==> src/v3alu_pkg.sv <==
`timescale 1ns / 1ps
// ----------------------------------------------------------------------------
// v3alu_pkg
// shared types and codes for the scalar / three-vector fixed-point alu
// ----------------------------------------------------------------------------
package v3alu_pkg;

    localparam int QW      = 32;
    localparam int LANES   = 3;
    localparam int DIV_W   = 48;                 // dividend is left << 16
    localparam int DIV_STG = 16;                 // pipelined divider stages
    localparam int DIV_BPS = DIV_W / DIV_STG;    // quotient bits per stage

    typedef logic signed [QW-1:0] q_t;

    typedef enum logic [1:0] {
        CMD_ADD = 2'd0,
        CMD_SUB = 2'd1,
        CMD_MUL = 2'd2,
        CMD_DIV = 2'd3
    } cmd_t;

    typedef enum logic [1:0] {
        ERR_OK   = 2'd0,
        ERR_TYPE = 2'd1,
        ERR_DIV0 = 2'd2
    } err_t;

    // classified operation handed from front to back
    typedef enum logic [2:0] {
        KIND_ADD = 3'd0,
        KIND_SUB = 3'd1,
        KIND_MUL = 3'd2,
        KIND_DIV = 3'd3,
        KIND_ERR = 3'd4
    } kind_t;

    typedef struct packed {
        logic [QW-1:0] num;
        logic [QW-1:0] x;
        logic [QW-1:0] y;
        logic [QW-1:0] z;
    } opnd_t;

    typedef struct packed {
        logic [1:0]    command;
        logic          left_is_vec;
        opnd_t         left;
        logic          right_is_vec;
        opnd_t         right;
    } req_t;

    typedef struct packed {
        kind_t                    kind;
        err_t                     err;
        logic                     is_vec;
        logic [LANES-1:0][QW-1:0] a;
        logic [LANES-1:0][QW-1:0] b;
    } op_t;

    typedef struct packed {
        logic          is_vec;
        logic [QW-1:0] num;
        logic [QW-1:0] x;
        logic [QW-1:0] y;
        logic [QW-1:0] z;
        logic [1:0]    error_code;
    } rsp_t;

    function automatic logic [QW-1:0] sat_wide(input logic signed [QW+17:0] v);
        logic signed [QW+17:0] hi;
        logic signed [QW+17:0] lo;
        begin
            hi = (QW+18)'(signed'({1'b0, {(QW-1){1'b1}}}));
            lo = -hi - (QW+18)'(1);
            if (v > hi)
                sat_wide = {1'b0, {(QW-1){1'b1}}};
            else if (v < lo)
                sat_wide = {1'b1, {(QW-1){1'b0}}};
            else
                sat_wide = v[QW-1:0];
        end
    endfunction

endpackage

==> src/v3alu_front.sv <==
`timescale 1ns / 1ps
// ----------------------------------------------------------------------------
// v3alu_front
// type check, divide-by-zero check and operand routing, one register stage
// ----------------------------------------------------------------------------
module v3alu_front
    import v3alu_pkg::*;
(
    input  logic clk,
    input  logic rst_n,
    input  logic in_valid,
    output logic in_ready,
    input  req_t in_data,
    output logic out_valid,
    input  logic out_ready,
    output op_t  out_op
);

    logic valid_reg;
    op_t  op_reg;
    op_t  op_next;

    assign in_ready  = !valid_reg || out_ready;
    assign out_valid = valid_reg;
    assign out_op    = op_reg;

    always_comb
    begin
        logic lv;
        logic rv;
        lv = in_data.left_is_vec;
        rv = in_data.right_is_vec;
        op_next.kind   = KIND_ERR;
        op_next.err    = ERR_OK;
        op_next.is_vec = 1'b0;
        op_next.a = {in_data.left.z, in_data.left.y, in_data.left.x};
        op_next.b = {in_data.right.z, in_data.right.y, in_data.right.x};
        unique case (cmd_t'(in_data.command))
            CMD_ADD, CMD_SUB:
            begin
                if (lv == rv)
                begin
                    op_next.kind = (cmd_t'(in_data.command) == CMD_ADD) ? KIND_ADD : KIND_SUB;
                    op_next.is_vec = lv;
                    if (!lv)
                    begin
                        op_next.a[0] = in_data.left.num;
                        op_next.b[0] = in_data.right.num;
                    end
                end
                else
                    op_next.err = ERR_TYPE;
            end
            CMD_MUL:
            begin
                op_next.kind   = KIND_MUL;
                op_next.is_vec = lv || rv;
                if (!lv && !rv)
                begin
                    op_next.a[0] = in_data.left.num;
                    op_next.b[0] = in_data.right.num;
                end
                else if (lv && !rv)
                    op_next.b = {3{in_data.right.num}};
                else if (!lv && rv)
                    op_next.a = {3{in_data.left.num}};
            end
            CMD_DIV:
            begin
                if (rv)
                    op_next.err = ERR_TYPE;
                else if (in_data.right.num == '0)
                    op_next.err = ERR_DIV0;
                else
                begin
                    op_next.kind   = KIND_DIV;
                    op_next.is_vec = lv;
                    op_next.b      = {3{in_data.right.num}};
                    if (!lv)
                        op_next.a[0] = in_data.left.num;
                end
            end
            default: op_next.err = ERR_TYPE;
        endcase
    end

    always_ff @(posedge clk or negedge rst_n)
    begin
        if (!rst_n)
            valid_reg <= 1'b0;
        else if (in_ready)
            valid_reg <= in_valid;
    end

    always_ff @(posedge clk)
    begin
        if (in_ready && in_valid)
            op_reg <= op_next;
    end

    err_chk: assert property (@(posedge clk) disable iff (!rst_n)
        valid_reg && op_reg.err != ERR_OK |-> op_reg.kind == KIND_ERR && !op_reg.is_vec)
        else $error("error op carries a kind or vector flag");

endmodule

==> config.mk <==
export PLATFORM = sky130hd
export DESIGN_NAME = v3alu_front
export DESIGN_NICKNAME = d
export VERILOG_FILES = /design/src/v3alu_pkg.sv /design/src/v3alu_front.sv
export SDC_FILE = /design/constraint.sdc
export NUM_CORES = 1
export LEC_CHECK = 0
export BUFFER_PORTS_ARGS = -buffer_cell sky130_fd_sc_hd__buf_2
export CAP_MARGIN = 25
export CORE_AREA = 2 2 180 182
export DETAILED_ROUTE_END_ITERATION = 12
export DIE_AREA = 0 0 182 184
export PLACE_DENSITY_LB_ADDON = 0.08
export SLEW_MARGIN = 40
export SYNTH_ARGS = -nofsm -noshare
export SYNTH_HDL_FRONTEND = slang
export SYNTH_SLANG_ARGS = --single-unit
==> constraint.sdc <==
create_clock -name clk -period 6.7 [get_ports clk]
set_input_delay 0.67 -clock clk [delete_from_list [all_inputs] [get_ports clk]]
set_output_delay 0.67 -clock clk [all_outputs]
set_load 0.02 [all_outputs]
==> results.py <==
metrics = {
    "die": {
        "start_util": 0.309,
        "core_um2": 31400,
        "fp.dieW_um": 182,
        "ios": 464,
        "core.rowCount": 65,
        "fp.dieH_um": 184,
        "die-area_um2": 33500,
    },
    "synthesis": {
        "synth_seq_cells": 199,
        "yosysWarnings": 0,
        "syn_area_per_cell_um2": 13.2,
        "netlist_area_um2": 9690,
        "ys_seq_area_frac": 0.616,
        "yosysUniqueCellTypes": 37,
        "synth_nets": 1001,
        "syn_inst": 733,
    },
    "clocking": {
        "cts.clk_slew.worst_paths_ps": 70,
        "cts_made_buffers": 17,
        "cts_tree": "done",
        "cts_sinks": 199,
        "cts_resized": 0,
        "htree_levels": 4,
        "clock_path_buffers": 2,
        "cts_root_buf": "clkbuf_16",
        "insertion_delay_ps": 450,
    },
    "outcome": {
        "status": "finished clean",
    },
    "worst_setup_path": {
        "path_common_cell": "buf_2",
        "cp_max_fo": 29,
        "cp_slowest_cell": "buf_2",
        "end_kind": "flip-flop",
        "startpoint_type": "input port",
        "arrival_ps": 3820,
        "rr_worst_depth": 3,
        "required_ps": 6900,
        "worstSetupPathType": "input port to flip-flop",
        "slowest_delay_ps": 530,
        "path_cells": "buf_2 -> inv_1 -> ha_1 -> or2_2 -> o221ai_1 -> buf_2 -> mux2_2",
    },
    "grt": {
        "grt_pass1_vias": 7526,
        "antenna_found_initial": 9,
        "grt_start_max_net_pins": 71,
        "grtUsageTotal": 0.193,
        "grt_overflow": 0,
        "grt_first_pass_wirelength_um": 47900,
    },
    "layout": {
        "final_common_cell": "buf_2",
        "layout.nets": 1448,
        "n_fill_cell": 3063,
        "regArea_um2": 5970,
        "mostFrequentLayoutCells": "buf_2 (464), edfxtp_1 (198), nand2_1 (166), mux2_2 (100), mux2i_1 (43)",
        "drive_above_1_share": 0.526,
        "multi_input_area_um2": 3470,
        "fin_util": 0.417,
        "syn_to_final_growth_pct": 35.1,
    },
    "timing": {
        "setup_viol": 0,
        "period_minus_slack_ps": 3620,
        "fin_skew_ps": 7.59,
        "setup_tns_ps": 0,
        "clock.fmax_ghz": 0.276,
        "slew_viol_final": 0,
        "worstMarginPinSlew_ps": 689,
        "maxSlewHeadroom": 0.539,
        "rsz0062_at_grt": "no",
        "hold_violations": 0,
        "min_period_over_period": 0.541,
    },
    "detailed_routing": {
        "vias": 7679,
        "drt-total-wl_um": 33300,
        "wl_per_cell_um": 20.8,
        "drt_iter0_drc": 350,
        "ant_nets": 0,
        "first_pass_iters": 4,
        "drcViolationCount": 0,
        "routed_via_density": 4.80,
    },
    "pwr": {
        "leakage_uw": 0.00568,
        "ir_drop_uv": 172,
        "powerDensity_nw_per_um2": 245,
    },
    "worst_hold_path": {
        "min_path_cells": 2,
        "hp-class": "input port to flip-flop",
    },
    "placed_design": {
        "io_buffers": 463,
        "hpwl_um": 25000,
        "gp_congestion": 0.768,
    },
    "job": {
        "cap_viol_max_count": 0,
    },
}
-- area by class of cell --
class / instances / area share
sequential: 199 / 0.456
clock inverter: 15 / 0.0169
tap: 402 / 0.0384
antenna: 4 / 0.000765
clock buffer: 17 / 0.0325
multi-input combinational: 483 / 0.265
timing repair buffer: 477 / 0.189
inverter: 2 / 0.000574
-- per-layer routing --
| layer | up-vias | GRT usage | routed length (um) |
|---|---|---|---|
| met4 | 6 | 0.0642 | 503 |
| met2 | 317 | 0.326 | 16300 |
| li1 | 3656 | - | - |
| met1 | 3669 | 0.230 | 13800 |
| met5 | - | 0 | 37 |
| met3 | 31 | 0.0664 | 2690 |
-- report_power, final --
group          total, uW  internal, uW  switching [uW]
clock network       1160           666             490
logic                556           222             334
registers           1500          1480            19.4
total               3210          2360             843
-- Yosys cell counts --
cell	count	area, um2
a211oi_1	36	270
a21bo_2	1	10.0
a21boi_0	1	7.51
a21oi_1	10	50.1
a311o_1	5	50.1
a311oi_1	13	114
and2_1	38	238
and3_1	5	31.3
buf_1	6	22.5
buf_2	9	45.0
buf_4	2	15.0
buf_6	10	113
clkbuf_1	22	82.6
dfrtp_1	1	25.0
edfxtp_1	198	5950
ha_1	4	50.1
inv_1	2	7.51
mux2_2	100	1130
mux2i_1	43	430
nand2_1	166	623
nand2b_1	5	31.3
nand3_1	10	50.1
nand4_1	2	12.5
nor2_1	4	15.0
nor2_2	2	12.5
nor2b_1	1	6.26
nor4_1	9	56.3
o211ai_1	1	7.51
o211ai_2	1	12.5
o21a_1	1	7.51
o21ai_0	3	15.0
o21ba_2	1	10.0
o221a_2	11	124
o221ai_1	2	17.5
o22ai_1	5	31.3
o31ai_1	1	7.51
or2_2	2	12.5
-- path summary, 6_finish.rpt --
kind | start | to | slack (ps)
hold / removal | in_valid | out_valid$_DFFE_PN0N_ | 430
setup / recovery | in_data[257] | out_op[103]$_DFFE_PP_ | 3080
min in group asynchronous | rst_n | out_valid$_DFFE_PN0N_ | 530
setup reg to reg | out_valid$_DFFE_PN0N_ | out_op[55]$_DFFE_PP_ | 4630
max in group asynchronous | rst_n | out_valid$_DFFE_PN0N_ | 6090
hold reg to reg | out_valid$_DFFE_PN0N_ | out_valid$_DFFE_PN0N_ | 550
-- worst max-delay path: cells and delay by family --
kind	cells	cell delay, ps
multiplexers	1	330
adder cells (fa/ha/maj)	1	480
AND/OR/NAND/NOR	1	500
buffers and inverters	3	1290
AO/OA/AOI/OAI	1	520
-- cell families (layout without fill, tap and decap cells) --
family,Yosys count,after routing,share of synthesized area
DFF,199,199,0.616
and+or+nand+nor,244,244,0.112
other,0,4,0
buffers and inverters,51,511,0.0295
AOI/OAI and AO/OA,92,92,0.0758
muxes,143,143,0.161
adders and majority gates,4,4,0.00517
-- per-stage QoR --
step | std cells | hold WS [ps] | setup WS [ps] | power (uW) | area (um2)
2_1_floorplan | 733 | 374 | 636 | 1850 | 9690
3_3_place_gp | 1558 | 446 | 2350 | 2080 | 12300
3_5_place_dp | 1561 | 450 | 2520 | 2090 | 12400
4_1_cts | 1594 | 396 | 3040 | 3250 | 13000
5_1_grt | 1599 | 408 | 2890 | 3340 | 13100
6_report | 1599 | 429 | 3080 | 3210 | 13100
-- registers in the layout, summed over array words and instances (netlist names) --
signal and flops:
out_valid 1, out_op 198
-- timing repair --
| action | in CTS | in global routing |
|---|---|---|
| buffers inserted | 0 | 0 |
| endpoints found under the hold margin | 1 | 0 |
| hold buffers | 1 | 0 |
Power figures use the tool's default switching activity.
